File: src/psv_pkg.sv
// shared constants, types and helpers for the plucked string voice
`default_nettype none
package psv_pkg;

  // delay line geometry and note tail
  localparam int MAX_PERIOD   = 2048;
  localparam int TAIL_SAMPLES = 1000;
  localparam int ADDR_W       = $clog2(MAX_PERIOD);

  // fixed field widths
  localparam int PERIOD_W   = 12;
  localparam int DURATION_W = 24;
  localparam int SAMPLE_W   = 16;
  localparam int REMAIN_W   = DURATION_W + 1;

  // noise generator
  localparam logic [SAMPLE_W-1:0] SEED_RESET = 16'd44257;
  localparam logic [SAMPLE_W-1:0] LFSR_TAPS  = 16'hB400;

  // item operation codes
  typedef enum logic {
    OP_START = 1'b0,
    OP_TICK  = 1'b1
  } op_t;

  // one item as it leaves the front stage
  typedef struct packed {
    logic                start;
    logic                sound;
    logic                first;
    logic                last;
    logic [SAMPLE_W-1:0] noise;
    logic [ADDR_W-1:0]   addr;
  } tick_t;

  // galois lfsr, shift right, taps on the bit shifted out
  function automatic logic [SAMPLE_W-1:0] lfsr_next(input logic [SAMPLE_W-1:0] s);
    logic [SAMPLE_W-1:0] r;
    r = s >> 1;
    if (s[0]) begin
      r = r ^ LFSR_TAPS;
    end
    return r;
  endfunction

  // halve a signed value, rounding toward zero
  function automatic logic signed [SAMPLE_W-1:0] half_trunc(
    input logic signed [SAMPLE_W-1:0] a
  );
    logic signed [SAMPLE_W-1:0] r;
    r = a >>> 1;
    if (a[SAMPLE_W-1] && a[0]) begin
      r = r + SAMPLE_W'(1);
    end
    return r;
  endfunction

endpackage
`default_nettype wire

File: src/psv_filter.sv
// averaging stage, delay line write back and result register
`default_nettype none
module psv_filter (
  input  logic                          clk,
  input  logic                          rst,
  input  logic                          accept,
  input  psv_pkg::tick_t                tick,
  input  logic [psv_pkg::SAMPLE_W-1:0]  rd_data,
  output logic                          take,
  output logic                          wr_en,
  output logic [psv_pkg::ADDR_W-1:0]    wr_addr,
  output logic [psv_pkg::SAMPLE_W-1:0]  wr_data,
  output logic                          result_valid,
  input  logic                          result_ready,
  output logic [psv_pkg::SAMPLE_W-1:0]  sample,
  output logic                          active,
  output logic                          last
);
  import psv_pkg::*;

  logic                       hold_valid;
  tick_t                      hold;
  logic [SAMPLE_W-1:0]        previous_sample;
  logic                       advance;
  logic signed [SAMPLE_W-1:0] entry;
  logic signed [SAMPLE_W-1:0] new_value;

  // hold stage moves on when the result register frees up
  assign advance = hold_valid && (!result_valid || result_ready);
  assign take    = !hold_valid || advance;

  // new = entry/2 + previous/2, both toward zero
  always_comb begin
    entry     = hold.first ? hold.noise : rd_data;
    new_value = half_trunc(entry) + half_trunc(previous_sample);
  end

  assign wr_en   = advance && hold.sound;
  assign wr_addr = hold.addr;
  assign wr_data = new_value;

  // hold stage, waits for the memory read
  always_ff @(posedge clk) begin
    if (rst) begin
      hold_valid <= 1'b0;
    end else if (take) begin
      hold_valid <= accept;
    end
  end

  always_ff @(posedge clk) begin
    if (accept && take) begin
      hold <= tick;
    end
  end

  // previous sample feeds the next item's average
  always_ff @(posedge clk) begin
    if (rst) begin
      previous_sample <= '0;
    end else if (advance) begin
      if (hold.start) begin
        previous_sample <= '0;
      end else if (hold.sound) begin
        previous_sample <= new_value;
      end
    end
  end

  // result register
  always_ff @(posedge clk) begin
    if (rst) begin
      result_valid <= 1'b0;
    end else if (advance) begin
      result_valid <= 1'b1;
    end else if (result_ready) begin
      result_valid <= 1'b0;
    end
  end

  always_ff @(posedge clk) begin
    if (advance) begin
      sample <= hold.sound ? new_value : '0;
      active <= hold.sound;
      last   <= hold.sound && hold.last;
    end
  end

endmodule
`default_nettype wire

File: config.mk
export PLATFORM = sky130hd
export DESIGN_NAME = psv_filter
export DESIGN_NICKNAME = d
export VERILOG_FILES = /design/src/psv_pkg.sv /design/src/psv_filter.sv
export SDC_FILE = /design/constraint.sdc
export NUM_CORES = 1
export LEC_CHECK = 0
export BUFFER_PORTS_ARGS = -buffer_cell sky130_fd_sc_hd__buf_2
export CORE_MARGIN = 5
export CORE_UTILIZATION = 40
export DETAILED_ROUTE_END_ITERATION = 6
export PLACE_DENSITY = 0.64
export SYNTH_ARGS = -nofsm -noshare
export SYNTH_HDL_FRONTEND = slang
export SYNTH_SLANG_ARGS = --single-unit
File: constraint.sdc
create_clock -name clk -period 6.1 [get_ports clk]
set_input_delay 0.61 -clock clk [delete_from_list [all_inputs] [get_ports clk]]
set_output_delay 0.61 -clock clk [all_outputs]
set_load 0.01 [all_outputs]
==> metrics.txt, run 1 <==
status=completed; Slowest-stage cell, CP=edfxtp_1; Setup Crit Path Kind=reg2out; Final nets=537; Yosys warnings=0; Finish-stage setup viols=0; Slew Limit Fails=0; share of cells above drive strength 1=27.48%; Min Hold Slack=0.4345 ns; Die Width=109.0 um; final worst-path cycle share=79.84%; top cell type's share of synthesized area=37.50%; Max clock buf depth=2; HPWL after DPL=7.006 mm; H-tree depth=3; worst path required time=5.49 ns; setup bufs post-CTS=0; critical path fanouts, max=17; Placeable Area=9684 um2; GRT Resource Usage Total=15.21%; top post-synthesis cells by area=edfxtp_1 38%, dfxtp_1 9.2%, ha_1 5.4%, xnor2_1 4.9%, xor2_1 4.2%; sequential fraction of the synthesis area=46.68%; first-pass GRT wire length=14.24 mm; post-CTS sizing=0; post-route setup TNS=0 ns; Mapped Cells=377; CTS root buf=clkbuf_8; LEAKAGE=1.915 nW; RSZ-0062 raised after global routing=false; Post-synth ARST share=0%; Max-Cap Viols=0; Max stage delay on crit path=0.62 ns; Ant. Diodes=0; worst skew pair latency=0.35 ns; Hold Crit Class=in2reg; largest net degree at the start of global routing=29; clk sink count=67; cell area power density=226.1 nW/um2; routed vias/inst=5.074; antenna violations before repair=0; Mapped Area=3924 um2; IO Port Bufs=98; R2R Setup Slk=2.09 ns; number of placed I/O pins=99; routed vias=3075; antenna-violating nets left=0; Fillers=906; Worst-Margin Slew=0.6685 ns; syn nets=446; FMAX=205.3 MHz; maximum VDD drop=97.81 uV; clk_skew=0.01388 ns; top_reg_cell synth=edfxtp_1; final core utilization=48.05%; hold_buf cts=0; Site Rows=36; Crit path arrival time=4.26 ns; final worst path period need=4.871 ns; Post-Syn Area per Cell=10.41 um2; vias in the first global route=2965; EDFF count, synth=49; TritonCTS clock tree=done; gpl congestion=0.8296; Worst Reg-to-Reg Cells=14; # DRC=0; Chip Height=109.0 um; final WL=8.939 mm; Worst Hold Depth=1; Synth cell types=51; TritonCTS buffer count=9; Detailed Routing Iterations Pass 1=4; DIE AREA=11890 um2; Setup crit end kind=output pin; most frequent cells after synthesis=49 x edfxtp_1, 27 x nand2_1, 26 x nor2_1; top-count cell post-synth=edfxtp_1; crit start category=register; initial core utilization=40.52%; DR WL/cell=14.75 um; number of synthesized register bits=67; Final Hold Viols=0; Rel. slew slack=55.14%; area delta synth->final=18.59%; GRT overflow=0; drt first-iter violations=155; Synth area leader=edfxtp_1; CP Cell Sequence=mux2_2 -> ha_1 -> a21boi_0 -> nand2_1 -> nor2_1 -> nand2_1 -> xor2_1 -> mux2i_1 -> ha_1 -> nand3_1 -> o21ai_0 -> nor4_1 -> a211oi_1 -> buf_2; clk slew on worst S/H paths=0.08 ns
[worst paths after layout]
kind                             from                   to
setup / recovery             hold[28]          wr_data[12]
hold / removal               tick[17]             hold[17]
setup reg to reg             hold[28]           sample[12]
hold reg to reg   previous_sample[14]  previous_sample[14]
[area by class of cell]
cell class	instances	area [um2]	area share (%)
multi-input combinational	274	1906	40.95
clock buffer	11	141.4	3.038
timing repair buffer	102	520.5	11.19
clock inverter	5	35.03	0.7529
sequential	67	1832	39.37
inverter	14	52.55	1.129
tap	133	166.4	3.576
[state kept, by name, summed over array words and instances, names as in the netlist]
signal           count
result_valid         1
previous_sample     16
last                 1
wr_addr             11
hold                20
active               1
hold_valid           1
sample              16
[stage by stage]
| stage | instances | power, mW | worst slack [ns] | instance area, um2 |
|---|---|---|---|---|
| floorplan | 377 | 0.6530 | 2.146 | 3924 |
| global placement | 590 | 0.7151 | 1.766 | 4477 |
| detailed placement | 590 | 0.7190 | 1.624 | 4477 |
| CTS | 606 | 1.060 | 1.217 | 4653 |
| global route | 606 | 1.105 | 0.8856 | 4653 |
| finish | 606 | 1.052 | 1.229 | 4653 |
[critical path, delay by kind of cell, from the launching register on]
family          cells  cell delay (ns)
compound gates      3             1.20
simple gates        5             0.75
flops               1             0.62
fa+ha+maj           2             0.54
mux                 2             0.45
buf+inv             1             0.22
xor+xnor            1             0.13
[layout by cell type, fill, tap and decap left out, drive strengths merged, types with 2 or more instances in the layout]
cell,count
mux2i,9
edfxtp,49
mux2,6
nand2,27
nand3b,2
buf,102
and3,3
o21a,2
or2,2
nor3,4
nor4,2
o21ai,16
nand4b,3
a22o,4
clkinv,2
ha,17
nor2,26
a31oi,3
dfxtp,18
nand3,15
a21boi,2
a22oi,11
clkbuf,11
nand4,7
inv,17
a21oi,23
and2,15
xnor2,22
xor2,19
and4,2
a21o,3
nor2b,12
a32o,3
nand2b,2
[metal layers]
metal | share of wire [%] | vias up | global-route usage (%)
li1 | - | 1533 | -
met1 | 47 | 1406 | 21.19
met2 | 44 | 125 | 23.38
met3 | 8.1 | 11 | 3.375
met4 | 1.4 | 0 | 5.050
met5 | 0 | - | 0
[logic make-up (layout without fill, tap and decap cells)]
kind of cell,after synthesis,after routing,synth area share [%]
flops,67,67,46.68
simple gates,128,128,17.54
xor+xnor,41,41,9.152
fa+ha+maj,18,18,5.931
compound gates,72,72,11.86
buf+inv,36,132,4.815
mux,15,15,4.018
[power breakdown]
group / leakage [nW] / total (mW) / internal [mW] / switching, mW
clock network: 0.0946 / 0.344 / 0.161 / 0.183
logic: 1.20 / 0.181 / 0.0770 / 0.104
registers: 0.620 / 0.526 / 0.515 / 0.0118
Note: power is estimated with default switching activity, not from simulation.
==> run 2: changes to the inputs <==
==> constraint.sdc (replaced) <==
create_clock -name clk -period 4.9 [get_ports clk]
set_input_delay 0.49 -clock clk [delete_from_list [all_inputs] [get_ports clk]]
set_output_delay 0.49 -clock clk [all_outputs]
set_load 0.01 [all_outputs]
==> run 2 against run 1 <==
Non-clock buffer count grew 3. Clock-buffer cell count up 1. Routed wire length barely moved. Die area is the same. Core utilization grew 0.88 points. Sequential share of layout area is 0.71 points lower. Setup slack got worse by 0.85 ns. Critical path depth grew 1. Final cell count is 0.50% higher. Via count decreased by 0.55%. Clock skew increased by 0.0027 ns. Total power grew 33%.
==> metrics.txt, run 2 (synthesis gave the netlist of run 1 again) <==
TritonCTS buffer count=9 (unchanged); antenna violations before repair=0 (unchanged); critical path fanouts, max=12 (-5); Setup Crit Path Kind=reg2out; Final Hold Viols=0 (unchanged); final worst-path cycle share=92.25%; DR WL/cell=14.69 um (-0.43%); Worst-Margin Slew=0.6614 ns (-0.007043 ns); Most Crowded Layer GR=met2; GRT Resource Usage Total=15.14% (-0.063 points); vias in the first global route=2907 (-2.0%); Bufs and invs on worst path=2 (+1); status=completed; Rel. slew slack=55.61% (+0.47 points); most common cell after layout, fill and taps aside=buf_2; cell area power density=294.2 nW/um2 (+30%); IO Port Bufs=98 (unchanged); Chip Height=109.0 um (unchanged); Die Width=109.0 um (unchanged); Crit path arrival time=4.03 ns (-0.23 ns); share of cells above drive strength 1=28.57% (+1.1 points); crit start category=register; initial core utilization=40.52% (unchanged); gpl congestion=0.8540 (+2.9%); Slew Limit Fails=0 (unchanged); hold_buf cts=0 (unchanged); met3 Usage GRT=3.493% (+0.12 points); final worst path period need=4.520 ns; largest net degree at the start of global routing=29 (unchanged); multi-input logic area=1924 um2 (+0.99%); Setup crit end kind=output pin; Largest regs=hold: 20 flops, previous_sample: 16 flops, sample: 16 flops; max reg flops=20 (unchanged); worst path required time=4.41 ns (-1.08 ns); Slowest-stage cell, CP=edfxtp_1; Placeable Area=9684 um2 (unchanged); TritonCTS clock tree=done; placed cells=591 (+0.17%); Site Rows=36 (unchanged); H-tree depth=3 (unchanged); most frequent cells in the layout=98 x buf_2, 49 x edfxtp_1, 27 x nand2_1; routed vias/inst=5.021 (-1.0%); number of placed I/O pins=99 (unchanged); first-pass GRT wire length=14.14 mm (-0.72%); GRT overflow=0 (unchanged); Max clock buf depth=2 (unchanged); clk_skew=0.01662 ns (+0.002747 ns); maximum VDD drop=138.4 uV (+41%); Ant. Diodes=0 (unchanged); LEAKAGE=1.955 nW (+2.1%); worst skew pair latency=0.36 ns (about the same); met2 Usage GRT=23.20% (-0.18 points); Global Route met1 Usage=21.47% (+0.28 points); Largest Register=hold; DIE AREA=11890 um2 (unchanged); post-route setup TNS=0 ns (unchanged); register area=1832 um2 (unchanged); final core utilization=48.93% (+0.88 points); drt first-iter violations=100 (-35%); CTS root buf=clkbuf_8; Final nets=540 (+0.56%); Detailed Routing Iterations Pass 1=4 (unchanged); FMAX=221.2 MHz; Hold Crit Class=in2reg; routed vias=3058 (-0.55%); CP Cell Sequence=mux2_2 -> ha_1 -> a21boi_0 -> nand2_1 -> nor2_1 -> nand3_1 -> xor2_1 -> ha_1 -> a21boi_0 -> o21ai_0 -> a22oi_1 -> o21ai_0 -> xor2_1 -> inv_1 -> buf_2; fin cells=609 (+0.50%); Max-Cap Viols=0 (unchanged); clk slew on worst S/H paths=0.09 ns (about the same); clk sink count=67 (unchanged); CP top delay family=compound AO/OA/AOI/OAI gates; R2R Setup Slk=1.10 ns (-0.99 ns); Fillers=908 (+0.22%); Finish-stage setup viols=0 (unchanged); Max stage delay on crit path=0.54 ns (-0.08 ns); antenna-violating nets left=0 (unchanged); area delta synth->final=20.76%; final WL=8.945 mm (about the same); HPWL after DPL=7.089 mm (+1.2%); # DRC=0 (unchanged)
[run 2: cell types whose count changed in the layout (fill, tap and decap cells not counted), sizes merged]
cell | before | now
inv | 17 | 16
bufinv | 0 | 1
clkbuf | 11 | 12
clkinv | 2 | 1
buf | 102 | 105
[run 2: cell type report]
class,instances,area share (%)
Clock buffer,12,3.512
Clock inverter,4,1.135
Inverter,14,1.109
Multi-Input combinational cell,274,40.61
Sequential cell,67,38.66
Tap cell,133,3.512
Timing Repair Buffer,105,11.46
[run 2: worst reg2reg max path, delay by kind of cell (launching register included)]
kind,cells,cell delay [ns]
compound gates,5,0.96
xor+xnor,2,0.46
fa+ha+maj,2,0.65
flops,1,0.54
mux,1,0.31
simple gates,4,0.64
[run 2: path summary, 6_finish.rpt]
check                 startpoint                  end  cells past startpoint
max reg2reg             hold[28]           sample[14]                     14
max                     hold[28]          wr_data[14]                     15
min reg2reg  previous_sample[14]  previous_sample[14]                      2
min                     tick[17]             hold[17]                      1
[run 2: through the flow]
step	power [mW]	hold WS, ns	setup WS (ns)	instance area [um2]
after floorplan	0.8130	0.4244	1.066	3924
after global placement	0.8913	0.4433	0.7397	4484
after detailed placement	0.8957	0.4555	0.6614	4484
after CTS	1.403	0.2963	0.2530	4705
after global routing	1.456	0.2959	-0.004869	4738
final	1.394	0.3000	0.3800	4738
[run 2: timing repair]
item,CTS,global route
endpoints found under the setup margin,0,3
hold endpoints to repair,0,0
resized for setup,0,4
setup buffers,0,2
[run 2: per-layer routing]
layer,share of wire [%],wire length (um)
met5,0,0
met2,44,3923
met1,48,4316
met3,6.7,602
met4,1.1,102
[run 2: power by group]
| part | leakage, nW | switching (mW) | internal, mW |
|---|---|---|---|
| registers | 0.620 | 0.0139 | 0.641 |
| clock network | 0.113 | 0.225 | 0.283 |
| logic | 1.22 | 0.133 | 0.0983 |
