--- config.mk ---
export PLATFORM = sky130hd
export DESIGN_NAME = psv_front
export DESIGN_NICKNAME = d
export VERILOG_FILES = /design/src/psv_pkg.sv /design/src/psv_front.sv
export SDC_FILE = /design/constraint.sdc
export NUM_CORES = 1
export LEC_CHECK = 0
export BUFFER_PORTS_ARGS = -buffer_cell sky130_fd_sc_hd__buf_2
export CAP_MARGIN = 30
export CORE_ASPECT_RATIO = 1.2
export CORE_MARGIN = 10
export CORE_UTILIZATION = 40
export DETAILED_ROUTE_END_ITERATION = 16
export PLACE_DENSITY = 0.65
export SETUP_SLACK_MARGIN = 0.15
export SYNTH_ARGS = -nofsm -noshare
export SYNTH_HDL_FRONTEND = slang
export SYNTH_SLANG_ARGS = --single-unit
--- constraint.sdc ---
create_clock -name clk -period 2.84 [get_ports clk]
set_clock_uncertainty 0.1 [all_clocks]
set_input_delay 0 -clock clk [delete_from_list [all_inputs] [get_ports clk]]
set_output_delay 0 -clock clk [all_outputs]
set_load 0.01 [all_outputs]
--- src/psv_pkg.sv ---
// shared constants, types and helpers for the plucked string voice
`default_nettype none
package psv_pkg;

  // delay line geometry and note tail
  localparam int MAX_PERIOD   = 2048;
  localparam int TAIL_SAMPLES = 1000;
  localparam int ADDR_W       = $clog2(MAX_PERIOD);

  // fixed field widths
  localparam int PERIOD_W   = 12;
  localparam int DURATION_W = 24;
  localparam int SAMPLE_W   = 16;
  localparam int REMAIN_W   = DURATION_W + 1;

  // noise generator
  localparam logic [SAMPLE_W-1:0] SEED_RESET = 16'd44257;
  localparam logic [SAMPLE_W-1:0] LFSR_TAPS  = 16'hB400;

  // item operation codes
  typedef enum logic {
    OP_START = 1'b0,
    OP_TICK  = 1'b1
  } op_t;

  // one item as it leaves the front stage
  typedef struct packed {
    logic                start;
    logic                sound;
    logic                first;
    logic                last;
    logic [SAMPLE_W-1:0] noise;
    logic [ADDR_W-1:0]   addr;
  } tick_t;

  // galois lfsr, shift right, taps on the bit shifted out
  function automatic logic [SAMPLE_W-1:0] lfsr_next(input logic [SAMPLE_W-1:0] s);
    logic [SAMPLE_W-1:0] r;
    r = s >> 1;
    if (s[0]) begin
      r = r ^ LFSR_TAPS;
    end
    return r;
  endfunction

  // halve a signed value, rounding toward zero
  function automatic logic signed [SAMPLE_W-1:0] half_trunc(
    input logic signed [SAMPLE_W-1:0] a
  );
    logic signed [SAMPLE_W-1:0] r;
    r = a >>> 1;
    if (a[SAMPLE_W-1] && a[0]) begin
      r = r + SAMPLE_W'(1);
    end
    return r;
  endfunction

endpackage
`default_nettype wire

--- src/psv_front.sv ---
// note state: cursor, pass flag, noise lfsr, sample count and seed register
`default_nettype none
module psv_front (
  input  logic                            clk,
  input  logic                            rst,
  input  logic                            accept,
  input  logic                            operation,
  input  logic [psv_pkg::PERIOD_W-1:0]    period,
  input  logic [psv_pkg::DURATION_W-1:0]  duration,
  input  logic                            cfg_write,
  input  logic [psv_pkg::SAMPLE_W-1:0]    cfg_seed,
  output psv_pkg::tick_t                  tick,
  output logic [psv_pkg::ADDR_W-1:0]      rd_addr
);
  import psv_pkg::*;

  logic [SAMPLE_W-1:0] seed;
  logic [ADDR_W-1:0]   cursor;
  logic [PERIOD_W-1:0] note_period;
  logic [REMAIN_W-1:0] remaining;
  logic                first_pass;
  logic [SAMPLE_W-1:0] noise_state;
  logic                sounding;

  logic [PERIOD_W-1:0] period_clamped;
  logic [PERIOD_W-1:0] cursor_inc;
  logic [REMAIN_W-1:0] remaining_next;
  logic                is_start;

  assign is_start = (op_t'(operation) == OP_START);

  // describe the item for the next stage
  always_comb begin
    tick.start = is_start;
    tick.sound = !is_start && sounding;
    tick.first = first_pass;
    tick.last  = (remaining == REMAIN_W'(1));
    tick.noise = noise_state;
    tick.addr  = cursor;
  end

  assign rd_addr = cursor;

  // period clamp and cursor step
  always_comb begin
    period_clamped = period;
    if (period < PERIOD_W'(2)) begin
      period_clamped = PERIOD_W'(2);
    end else if (period > PERIOD_W'(MAX_PERIOD)) begin
      period_clamped = PERIOD_W'(MAX_PERIOD);
    end
    cursor_inc     = PERIOD_W'(cursor) + PERIOD_W'(1);
    remaining_next = REMAIN_W'(duration) + REMAIN_W'(TAIL_SAMPLES);
  end

  // seed register
  always_ff @(posedge clk) begin
    if (rst) begin
      seed <= SEED_RESET;
    end else if (cfg_write) begin
      seed <= cfg_seed;
    end
  end

  // note state update per accepted item
  always_ff @(posedge clk) begin
    if (rst) begin
      cursor      <= '0;
      note_period <= PERIOD_W'(2);
      remaining   <= '0;
      first_pass  <= 1'b1;
      noise_state <= SEED_RESET;
      sounding    <= 1'b0;
    end else if (accept) begin
      if (is_start) begin
        note_period <= period_clamped;
        cursor      <= '0;
        first_pass  <= 1'b1;
        noise_state <= seed;
        remaining   <= remaining_next;
        sounding    <= (remaining_next != '0);
      end else if (sounding) begin
        if (first_pass) begin
          noise_state <= lfsr_next(noise_state);
        end
        if (cursor_inc >= note_period) begin
          cursor     <= '0;
          first_pass <= 1'b0;
        end else begin
          cursor <= cursor_inc[ADDR_W-1:0];
        end
        remaining <= remaining - REMAIN_W'(1);
        if (remaining == REMAIN_W'(1)) begin
          sounding <= 1'b0;
        end
      end
    end
  end

endmodule
`default_nettype wire

==> results.sh, run 1 <==
export IMPL_run_status="complete, but fails checks"
export IMPL_violations="hold timing"
export IMPL_synthArstFlopShare_pct=0
export IMPL_power_leakage_nw=2.649
export IMPL_start_kind="register"
export IMPL_wl_per_cell_um=16.74
export IMPL_yosys_mux_area_fraction_pct=6.460
export IMPL_grt_overflow_total=0
export IMPL_vias=4818
export IMPL_postSynthAreaPerCell_um2=8.225
export IMPL_synth_net_count=657
export IMPL_finalWorstSetupSlack_ns=0.2577
export IMPL_slew_headroom_pct=52.62
export IMPL_setup_worst_path_end_class="register"
export IMPL_synth_main_ff_cell="sky130_fd_sc_hd__dfxtp_1"
export IMPL_dr_first_iter_drc_count=276
export IMPL_fmaxAchievable_mhz=387.3
export IMPL_power_density_over_cell_area_mw_per_mm2=513.8
export IMPL_post_route_util_pct=53.21
export IMPL_design_die_area_mm2=0.01681
export IMPL_power_share_combinational_pct=19.4
export IMPL_worst_slew_pin_slew_ns=0.7092
export IMPL_timing_worst_setup_path_type="register to register"
export IMPL_route_detailed_drc=0
export IMPL_worst_ep_required_time_ns=3.02
export IMPL_report_final_setup_viol=0
export IMPL_synth_seq_cells=82
export IMPL_die_height_um=140.0
export IMPL_worst_hold_path_type="primary input to register"
export IMPL_clockPowerShare_pct=40.5
export IMPL_row_count=43
export IMPL_report_final_hold_viol_count=1
export IMPL_initial_antenna_violation_count=0
export IMPL_post_synth_top_area_cell="sky130_fd_sc_hd__dfxtp_1"
export IMPL_synth_cell_area_mm2=0.004803
export IMPL_hpwl_mm=10.36
export IMPL_synthesis_instances=584
export IMPL_root_buffer="sky130_fd_sc_hd__clkbuf_16"
export IMPL_core_region_area_mm2=0.01167
export IMPL_placed_cell_area_mm2=0.005398
export IMPL_synthXorXnorAreaFrac_pct=4.923
export IMPL_final_net_count=781
export IMPL_synth_edf_count=0
export IMPL_globalRouteTotalUtil_pct=16.61
export IMPL_switching_share_pct=28.99
export IMPL_yosys_area_top_type_share_pct=34.18
export IMPL_hold_slack_ns=-0.005405
export IMPL_final_period_minus_worst_setup_slack_ns=2.582
export IMPL_crit_path_max_fanout=6
export IMPL_rrSetupSlack_ns=0.26
export IMPL_fin_setup_tns_ns=0
export IMPL_synth_commonest_cells="sky130_fd_sc_hd__dfxtp_1 (82), sky130_fd_sc_hd__nand2_1 (77), sky130_fd_sc_hd__nor2_1 (48)"
export IMPL_irDropWorstVdd_mv=0.3388
export IMPL_dominant_combinational_cell_family_by_area_after_synthesis="simple AND/OR/NAND/NOR gates"
export IMPL_postRouteAntennaNets=0
export IMPL_netlist_cell_type_count=68
export IMPL_post_route_cells_drive_above_1_share_pct=24.26
export IMPL_synth_area_top_cells="sky130_fd_sc_hd__dfxtp_1 (34%), sky130_fd_sc_hd__mux2i_1 (6.5%), sky130_fd_sc_hd__nand2_1 (6.0%)"
export IMPL_ctsHtreeMaxLevel=3
export IMPL_total_power_mw=3.192
export IMPL_yosysSeqAreaShare_pct=34.18
export IMPL_port_buffers=98
export IMPL_cts_tree="built"
export IMPL_clkSinkCount=82
export IMPL_timing_critical_path_arrival_ns=2.76
export IMPL_post_route_cell_area_mm2=0.006212
export IMPL_io_pin_count=99
export IMPL_drt_pre_antenna_iters=5
export IMPL_post_synth_and_or_nand_nor_area_fraction_pct=22.87
export IMPL_power_internal_mw=2.266
export IMPL_p_switching_uw=925.2
export IMPL_share_seq_of_total_power_pct=40.1
export IMPL_ys_warn_count=0
export IMPL_clk_transition_reported_paths_ns=0.07
export IMPL_chipWidth_um=120.0
export IMPL_clk_path_buf_depth=2
export IMPL_routed_via_density=5.538
export IMPL_synth_compound_area_share_pct=20.79
export IMPL_layout_cells_non_filler=870
export IMPL_grt_pass1_vias=4783
export IMPL_slew_viol_final=0
export IMPL_period_share_pct=90.93
export IMPL_area_growth_synth_to_finish_pct=29.33
export IMPL_global_route_wire_length_before_repair_mm=23.45
export IMPL_clk_latency_ns=0.35
export IMPL_globalplace_congestion=0.8520
export IMPL_yosysMostFrequentCell="sky130_fd_sc_hd__dfxtp_1"
export IMPL_number_of_diodes=0
export IMPL_clock_buffers_created_by_tritoncts=9
export IMPL_place_worst_setup_slack_ns=0.03171
export IMPL_rsz0062_at_grt="false"
export IMPL_cap_viol_max_count=0
export IMPL_postRouteWirelength_mm=14.56
export IMPL_initial_utilization_pct=41.14
export IMPL_pin_count_of_the_biggest_net_entering_global_routing=29
export IMPL_synth_adder_area_share_pct=4.168
export IMPL_number_of_placed_cells_counting_well_taps=812
## state kept, by name, summed over array words and instances (netlist names)
name,cells
seed,16
remaining,25
note_period,12
first_pass,1
sounding,1
noise_state,16
rd_addr,11
## metal layers
| metal | share of wire (%) | global-route usage [%] | vias up |
|---|---|---|---|
| met5 | 0 | 0 | - |
| met2 | 49 | 27.73 | 131 |
| li1 | - | - | 2367 |
| met3 | 5.6 | 3.940 | 30 |
| met1 | 43 | 19.77 | 2290 |
| met4 | 2.5 | 7.252 | 0 |
## cells by family (layout without fill, tap and decap cells)
group,Yosys count,count (layout)
AND/OR/NAND/NOR,220,220
AO/OA/AOI/OAI,141,141
flip-flops,82,82
buffers and inverters,67,196
multiplexers,31,31
XOR/XNOR,27,27
adder cells (fa/ha/maj),16,16
## what timing repair did
action                     in CTS  in global routing
setup endpoints to repair      11                 13
hold endpoints to repair       40                  0
buffers inserted                1                  0
pin swaps                       2                  3
hold buffers                   41                  0
resized for setup               3                 18
## layout make-up
cell class                      count  area, um^2
Clock inverter                      7       101.3
Inverter                           23       86.33
Tap cell                          157       196.4
Multi-Input combinational cell    435        2898
Sequential cell                    82        1662
Fill cell                        1086        5463
Timing Repair Buffer              157        1044
Clock buffer                        9       225.2
## worst max-delay path: stages, from the launching register on
cell and delay, ns:
sky130_fd_sc_hd__dfxtp_2 0.38, sky130_fd_sc_hd__ha_1 0.21, sky130_fd_sc_hd__nand3_2 0.17, sky130_fd_sc_hd__nor3_2 0.27, sky130_fd_sc_hd__xor2_1 0.24, sky130_fd_sc_hd__ha_1 0.27, sky130_fd_sc_hd__nor3_1 0.14, sky130_fd_sc_hd__o211ai_1 0.16
sky130_fd_sc_hd__buf_4 0.17, sky130_fd_sc_hd__a31o_2 0.28, sky130_fd_sc_hd__nor2_1 0.12
## worst paths after layout
path | start | to | cells past startpoint
worst max-delay path | rd_addr[1] | rd_addr[0] | 10
worst min-delay path | duration[12] | remaining[12] | 4
worst max register to register | rd_addr[1] | rd_addr[0] | 10
worst min register to register | note_period[2] | note_period[2] | 2
## power by group through the flow
| stage | combinational [mW] | sequential (mW) | clock, mW |
|---|---|---|---|
| finish | 0.619 | 1.28 | 1.29 |
| global route | 0.684 | 1.29 | 1.35 |
| CTS | 0.613 | 1.28 | 1.30 |
| detailed placement | 0.564 | 1.31 | 0 |
| global placement | 0.545 | 1.30 | 0 |
| floorplan | 0.380 | 1.30 | 0 |
## placed cells by master (no fill, tap or decap), types with 4 or more instances in the layout
master                          Yosys  layout
sky130_fd_sc_hd__dfxtp_1           82      74
sky130_fd_sc_hd__a211oi_1          13      12
sky130_fd_sc_hd__mux2i_1           31      31
sky130_fd_sc_hd__a22o_1             9       9
sky130_fd_sc_hd__buf_4             13      17
sky130_fd_sc_hd__xor2_1            13      13
sky130_fd_sc_hd__nor2_1            48      48
sky130_fd_sc_hd__clkbuf_16          0       9
sky130_fd_sc_hd__buf_2              8      98
sky130_fd_sc_hd__nand4_1            7       7
sky130_fd_sc_hd__nor3_1            13      12
sky130_fd_sc_hd__or3_1              7       7
sky130_fd_sc_hd__nor4_1            11       8
sky130_fd_sc_hd__xnor2_1           14      14
sky130_fd_sc_hd__nand2_1           77      76
sky130_fd_sc_hd__a21oi_1           18      18
sky130_fd_sc_hd__and3_1             4       4
sky130_fd_sc_hd__or4_1              4       4
sky130_fd_sc_hd__nor2b_1            6       6
sky130_fd_sc_hd__o21ai_0           29      28
sky130_fd_sc_hd__a31o_2             5       5
sky130_fd_sc_hd__a31oi_1            8       8
sky130_fd_sc_hd__inv_1             22      22
sky130_fd_sc_hd__dfxtp_4            0       4
sky130_fd_sc_hd__o21a_1             4       4
sky130_fd_sc_hd__dlygate4sd3_1      0      41
sky130_fd_sc_hd__ha_1              16      16
sky130_fd_sc_hd__dfxtp_2            0       4
sky130_fd_sc_hd__o31ai_1            4       4
sky130_fd_sc_hd__o22ai_1            7       7
sky130_fd_sc_hd__o211ai_1           8       8
sky130_fd_sc_hd__nand3_1           19      17
No activity file was read; power rests on OpenSTA's default activity.
==> inputs of run 2 (changes only) <==
--- a/config.mk
+++ b/config.mk
@@ -5,13 +5,15 @@
 export SDC_FILE = /design/constraint.sdc
 export NUM_CORES = 1
 export LEC_CHECK = 0
+export ABC_AREA = 1
+export ABC_CLOCK_PERIOD_IN_PS = 2840
 export BUFFER_PORTS_ARGS = -buffer_cell sky130_fd_sc_hd__buf_2
 export CAP_MARGIN = 30
 export CORE_ASPECT_RATIO = 1.2
 export CORE_MARGIN = 10
 export CORE_UTILIZATION = 40
 export DETAILED_ROUTE_END_ITERATION = 16
-export PLACE_DENSITY = 0.65
+export PLACE_DENSITY_LB_ADDON = 0.2
 export SETUP_SLACK_MARGIN = 0.15
 export SYNTH_ARGS = -nofsm -noshare
 export SYNTH_HDL_FRONTEND = slang
==> results.sh, run 2 <==
export IMPL_hpwl_mm=11.63
export IMPL_cp_slowest_stage_delay_ns=0.43
export IMPL_synth_adder_area_share_pct=3.876
export IMPL_clk_transition_reported_paths_ns=0.07
export IMPL_initial_antenna_violation_count=0
export IMPL_post_synth_and_or_nand_nor_area_fraction_pct=38.49
export IMPL_yosys_mux_area_fraction_pct=0
export IMPL_grt_overflow_total=0
export IMPL_postRouteAntennaNets=0
export IMPL_crit_path_max_fanout=7
export IMPL_rrSetupSlack_ns=0.40
export IMPL_power_share_combinational_pct=24.8
export IMPL_power_density_over_cell_area_mw_per_mm2=503.6
export IMPL_synth_seq_cells=82
export IMPL_synthXorXnorAreaFrac_pct=2.204
export IMPL_root_buffer="sky130_fd_sc_hd__clkbuf_16"
export IMPL_synth_area_top_cells="sky130_fd_sc_hd__dfxtp_1 (32%), sky130_fd_sc_hd__nand2_1 (16%), sky130_fd_sc_hd__nand3_1 (9.0%)"
export IMPL_io_pin_count=99
export IMPL_clockPowerShare_pct=35.6
export IMPL_setup_worst_path_end_class="register"
export IMPL_clk_latency_ns=0.35
export IMPL_period_share_pct=85.92
export IMPL_crit_chain="nand2_1 -> nor3_2 -> nand4_1 -> or2_1 -> nand2_1 -> ha_1 -> a21oi_1 -> o21a_1 -> nand2_1 -> nor2_1 -> buf_4 -> nand4_1 -> a21oi_1"
export IMPL_clock_buffers_created_by_tritoncts=9
export IMPL_fillerInstances=1320
export IMPL_port_buffers=98
export IMPL_timing_worst_setup_path_type="register to register"
export IMPL_report_final_hold_viol_count=0
export IMPL_cts_tree="built"
export IMPL_yosysMostFrequentCell="sky130_fd_sc_hd__nand2_1"
export IMPL_slew_viol_final=0
export IMPL_hold_slack_ns=0.003435
export IMPL_netlist_cell_type_count=35
export IMPL_worst_slew_pin_slew_ns=0.5774
export IMPL_post_route_cells_drive_above_1_share_pct=15.34
export IMPL_ff2ff_path_depth=13
export IMPL_core_region_area_mm2=0.01267
export IMPL_layout_cells_non_filler=1116
export IMPL_dominant_combinational_cell_family_by_area_after_synthesis="simple AND/OR/NAND/NOR gates"
export IMPL_run_status="completed"
export IMPL_synth_edf_count=0
export IMPL_worst_ep_required_time_ns=3.01
export IMPL_grt_pass1_vias=5181
export IMPL_placed_cell_area_mm2=0.005707
export IMPL_irDropWorstVdd_mv=0.2396
export IMPL_synth_commonest_cells="sky130_fd_sc_hd__nand2_1 (220), sky130_fd_sc_hd__nor2_1 (106), sky130_fd_sc_hd__nand3_1 (93)"
export IMPL_p_switching_mw=1.124
export IMPL_fin_setup_tns_ns=0
export IMPL_clkSinkCount=82
export IMPL_rsz0062_at_grt="false"
export IMPL_synth_cell_area_mm2=0.005165
export IMPL_number_of_diodes=0
export IMPL_dr_first_iter_drc_count=308
export IMPL_start_kind="register"
export IMPL_largestRegisters="remaining x25, noise_state x16, seed x16"
export IMPL_layout_commonest_cell="sky130_fd_sc_hd__nand2_1"
export IMPL_ctsHtreeMaxLevel=3
export IMPL_postRouteWirelength_mm=16.17
export IMPL_route_detailed_drc=0
export IMPL_number_of_placed_cells_counting_well_taps=1052
export IMPL_die_height_um=144.5
export IMPL_final_net_count=1020
export IMPL_cap_viol_max_count=0
export IMPL_globalRouteTotalUtil_pct=17.74
export IMPL_power_internal_mw=2.149
export IMPL_clk_path_buf_depth=2
export IMPL_yosys_area_top_type_share_pct=31.78
export IMPL_yosysSeqAreaShare_pct=31.78
export IMPL_fmaxAchievable_mhz=409.8
export IMPL_ys_warn_count=0
export IMPL_cell_repeated_most_along_the_worst_path="sky130_fd_sc_hd__nand2_1"
export IMPL_power_leakage_nw=3.105
export IMPL_worst_hold_path_type="primary input to register"
export IMPL_synthArstFlopShare_pct=0
export IMPL_share_seq_of_total_power_pct=39.6
export IMPL_drt_pre_antenna_iters=4
export IMPL_top_register="remaining"
export IMPL_worst_hold_path_num_cells=5
export IMPL_global_route_wire_length_before_repair_mm=25.81
export IMPL_wl_per_cell_um=14.49
export IMPL_post_synth_top_area_cell="sky130_fd_sc_hd__dfxtp_1"
export IMPL_area_growth_synth_to_finish_pct=25.80
export IMPL_postSynthAreaPerCell_um2=6.283
export IMPL_routed_via_density=5.054
export IMPL_initial_utilization_pct=40.77
export IMPL_globalplace_congestion=0.8805
export IMPL_chipWidth_um=123.7
export IMPL_final_period_minus_worst_setup_slack_ns=2.440
export IMPL_switching_share_pct=34.34
export IMPL_cpMaxStageDelayCell="sky130_fd_sc_hd__dfxtp_1"
export IMPL_vias=5640
export IMPL_highest_count_cells_in_the_layout_ignoring_fill_and_taps="sky130_fd_sc_hd__nand2_1 (220), sky130_fd_sc_hd__nor2_1 (105), sky130_fd_sc_hd__buf_2 (98), sky130_fd_sc_hd__nand3_1 (92), sky130_fd_sc_hd__inv_1 (83)"
export IMPL_post_route_cell_area_mm2=0.006497
export IMPL_synth_net_count=895
export IMPL_timing_critical_path_arrival_ns=2.61
export IMPL_slew_headroom_pct=61.51
export IMPL_synthesis_instances=822
export IMPL_synth_main_ff_cell="sky130_fd_sc_hd__dfxtp_1"
export IMPL_design_die_area_mm2=0.01788
export IMPL_synth_compound_area_share_pct=12.84
export IMPL_largest_reg_flops=25
export IMPL_pin_count_of_the_biggest_net_entering_global_routing=49
export IMPL_report_final_setup_viol=0
export IMPL_row_count=45
[run 2: changes by cell type in the layout (fill, tap and decap cells not counted), sizes merged, moves of 22 or more]
cell   before  now
nor2       49  114
a21oi      18   40
inv        25   94
nand3      20   93
mux2i      31    0
nand2      77  221
[run 2: logic make-up after synthesis]
logic type / count (synthesis)
compound gates: 116
xor+xnor: 13
fa+ha+maj: 16
buf+inv: 131
flops: 82
simple gates: 464
[run 2: cell type report]
type	count	area [um^2]	area share, %
multi-input combinational	609	2978	45.83
timing repair buffer	154	1031	15.87
sequential	82	1648	25.36
tap	164	205.2	3.158
inverter	91	344.1	5.296
clock buffer	9	225.2	3.466
clock inverter	7	66.31	1.021
[run 2: layer usage]
layer / wire, um / GRT usage, % / vias up
li1: - / - / 2945
met1: 7324 / 22.21 / 2531
met2: 7720 / 30.13 / 141
met3: 867 / 3.003 / 23
met4: 254 / 5.341 / 0
met5: 0 / 0 / -
[run 2: timing repair]
action	4_1_cts	5_1_grt
gates resized for setup	0	9
buffers inserted	0	0
endpoints found under the hold margin	38	0
hold buffers	48	0
setup endpoints to repair	0	11
[run 2: power by group through the flow]
stage                     Clock, mW  Combinational (mW)  Sequential [mW]
final                          1.17               0.811             1.30
after detailed placement          0               0.755             1.32
after CTS                      1.19               0.809             1.29
after floorplan                   0               0.518             1.32
after global routing           1.24               0.914             1.31
after global placement            0               0.751             1.32
[run 2: worst paths after layout]
path / to / startpoint
worst min-delay path: remaining[5] / duration[5]
worst min register to register: note_period[2] / note_period[2]
worst max register to register: rd_addr[3] / rd_addr[6]
worst max-delay path: rd_addr[3] / rd_addr[6]
[run 2: metrics by stage]
| stage | power (mW) | setup slack (ns) | utilization, % |
|---|---|---|---|
| 2_1_floorplan | 1.834 | 0.3392 | - |
| 3_3_place_gp | 2.072 | 0.3864 | 45.05 |
| 3_5_place_dp | 2.076 | 0.3249 | 45.05 |
| 4_1_cts | 3.296 | 0.3071 | 51.14 |
| 5_1_grt | 3.456 | 0.1587 | 51.29 |
| 6_report | 3.272 | 0.3998 | 51.29 |
[run 2: worst max-delay path: cells and delay by family (launching register included)]
family / cells / cell delay (ns)
fa+ha+maj: 1 / 0.23
simple gates: 8 / 0.97
flops: 1 / 0.43
compound gates: 3 / 0.44
buf+inv: 1 / 0.17
==> inputs of run 3 (changes only) <==
==> constraint.sdc (replaced) <==
create_clock -name clk -period 2.84 [get_ports clk]
set_clock_uncertainty 0.1 [all_clocks]
set_input_delay 0.568 -clock clk [delete_from_list [all_inputs] [get_ports clk]]
set_output_delay 0.568 -clock clk [all_outputs]
set_load 0.01 [all_outputs]
==> results.sh, run 3 (synthesis gave the netlist of run 2 again) <==
export IMPL_run_status="completed"
export IMPL_routed_via_density=5.064
export IMPL_row_count=45
export IMPL_root_buffer="sky130_fd_sc_hd__clkbuf_16"
export IMPL_hpwl_mm=12.04
export IMPL_final_net_count=976
export IMPL_period_share_pct=85.47
export IMPL_dr_first_iter_drc_count=371
export IMPL_worst_ep_required_time_ns=2.17
export IMPL_r2r_end="rd_addr[10]"
export IMPL_io_pin_count=99
export IMPL_clockPowerShare_pct=36.3
export IMPL_p_switching_mw=1.116
export IMPL_post_route_util_pct=47.79
export IMPL_irDropWorstVdd_mv=0.2674
export IMPL_clock_buffers_created_by_tritoncts=9
export IMPL_post_route_cells_drive_above_1_share_pct=16.41
export IMPL_cts_tree="built"
export IMPL_slew_headroom_pct=63.13
export IMPL_route_detailed_drc=0
export IMPL_clk_path_buf_depth=2
export IMPL_finalWorstSetupSlack_ns=0.4126
export IMPL_hold_path_end="seed[0]"
export IMPL_design_die_area_mm2=0.01788
export IMPL_grt_pass1_vias=5051
export IMPL_cap_viol_max_count=0
export IMPL_cp_slowest_stage_delay_ns=0.36
export IMPL_placed_cell_area_mm2=0.005737
export IMPL_timing_hold_worst_start="cfg_seed[0]"
export IMPL_fmaxAchievable_mhz=412.0
export IMPL_postRouteAntennaNets=0
export IMPL_crit_chain="nor2_1 -> nand2_1 -> nor2_2 -> inv_1 -> nor4_1 -> buf_2"
export IMPL_port_buffers=98
export IMPL_cpMaxStageDelayCell="sky130_fd_sc_hd__dfxtp_1"
export IMPL_grt_overflow_total=0
export IMPL_wl_per_cell_um=14.78
export IMPL_clkSinkCount=82
export IMPL_global_route_wire_length_before_repair_mm=24.89
export IMPL_fin_setup_tns_ns=0
export IMPL_switching_share_pct=34.60
export IMPL_vias=5429
export IMPL_hold_slack_ns=0.3295
export IMPL_fillerInstances=1378
export IMPL_die_height_um=144.5
export IMPL_clk_latency_ns=0.34
export IMPL_setup_worst_path_end_class="primary output"
export IMPL_worst_slew_pin_slew_ns=0.5531
export IMPL_worst_hold_path_num_cells=3
export IMPL_chipWidth_um=123.7
export IMPL_layout_commonest_cell="sky130_fd_sc_hd__nand2_1"
export IMPL_share_seq_of_total_power_pct=40.2
export IMPL_power_leakage_nw=2.936
export IMPL_pin_count_of_the_biggest_net_entering_global_routing=47
export IMPL_clk_transition_reported_paths_ns=0.07
export IMPL_critical_register_to_register_path_startpoint="rd_addr[0]"
export IMPL_post_route_cell_area_mm2=0.006055
export IMPL_crit_path_max_fanout=6
export IMPL_ctsHoldBuffers=0
export IMPL_core_region_area_mm2=0.01267
export IMPL_place_worst_setup_slack_ns=0.3325
export IMPL_initial_antenna_violation_count=0
export IMPL_report_final_setup_viol=0
export IMPL_report_final_hold_viol_count=0
export IMPL_initial_utilization_pct=40.77
export IMPL_postRouteWirelength_mm=15.85
export IMPL_drt_pre_antenna_iters=5
export IMPL_rrSetupSlack_ns=0.43
export IMPL_power_internal_mw=2.110
export IMPL_globalRouteTotalUtil_pct=17.28
export IMPL_power_share_combinational_pct=23.5
export IMPL_power_density_over_cell_area_mw_per_mm2=532.8
export IMPL_start_kind="register"
export IMPL_globalplace_congestion=0.8818
export IMPL_area_growth_synth_to_finish_pct=17.22
export IMPL_ff2ff_path_depth=16
export IMPL_timing_critical_path_arrival_ns=1.76
export IMPL_highest_count_cells_in_the_layout_ignoring_fill_and_taps="sky130_fd_sc_hd__nand2_1 (220), sky130_fd_sc_hd__nor2_1 (104), sky130_fd_sc_hd__buf_2 (98), sky130_fd_sc_hd__nand3_1 (92), sky130_fd_sc_hd__inv_1 (84)"
export IMPL_final_period_minus_worst_setup_slack_ns=2.427
export IMPL_largest_reg_flops=25
export IMPL_timing_worst_setup_path_type="register to primary output"
export IMPL_worst_hold_path_type="primary input to register"
export IMPL_rsz0062_at_grt="false"
export IMPL_slew_viol_final=0
export IMPL_top_register="remaining"
export IMPL_ctsHtreeMaxLevel=3
export IMPL_number_of_diodes=0
export IMPL_largestRegisters="remaining x25, noise_state x16, seed x16"
[run 3: worst max-delay path: cells and delay by family (launching register included)]
family | cells | cell delay, ns
simple gates | 4 | 0.76
flops | 1 | 0.36
buf+inv | 2 | 0.31
[run 3: how the worst max path moves through the flow]
stage,start,endpoint,slack (ns),cells after the start
floorplan,rd_addr[0],rd_addr[0],0.34,16
finish,remaining[10],tick[27],0.41,6
detailed placement,rd_addr[4],rd_addr[2],0.33,13
global route,rd_addr[2],rd_addr[9],0.15,14
CTS,rd_addr[4],rd_addr[10],0.31,14
global placement,rd_addr[4],rd_addr[2],0.39,13
[run 3: layout make-up]
| class | instances | area, um^2 | area share [%] |
|---|---|---|---|
| Clock inverter | 7 | 71.32 | 1.178 |
| Timing Repair Buffer | 110 | 580.6 | 9.589 |
| Multi-Input combinational cell | 609 | 2983 | 49.27 |
| Clock buffer | 9 | 225.2 | 3.720 |
| Inverter | 91 | 344.1 | 5.683 |
| Sequential cell | 82 | 1645 | 27.18 |
| Tap cell | 164 | 205.2 | 3.389 |
[run 3: timing repair]
action | 4_1_cts | 5_1_grt
setup endpoints to repair | 0 | 12
setup buffers | 0 | 0
gates resized for setup | 0 | 8
[run 3: per-stage QoR]
stage,cells,power (mW)
after floorplan,822,1.834
after global placement,1056,2.075
after detailed placement,1056,2.080
after CTS,1072,3.247
after global routing,1072,3.417
final,1072,3.226
[run 3: power by group through the flow]
stage,clock network (mW),logic (mW),registers (mW)
finish,1.17,0.759,1.30
global route,1.25,0.863,1.31
CTS,1.19,0.762,1.30
detailed placement,0,0.758,1.32
global placement,0,0.754,1.32
floorplan,0,0.518,1.32
[run 3: layer usage]
layer	part of all wire [%]	up-vias	GRT usage [%]
li1	-	2853	-
met1	45	2453	20.86
met5	0	-	0
met2	49	111	29.82
met3	5.1	12	3.666
met4	1.3	0	5.034
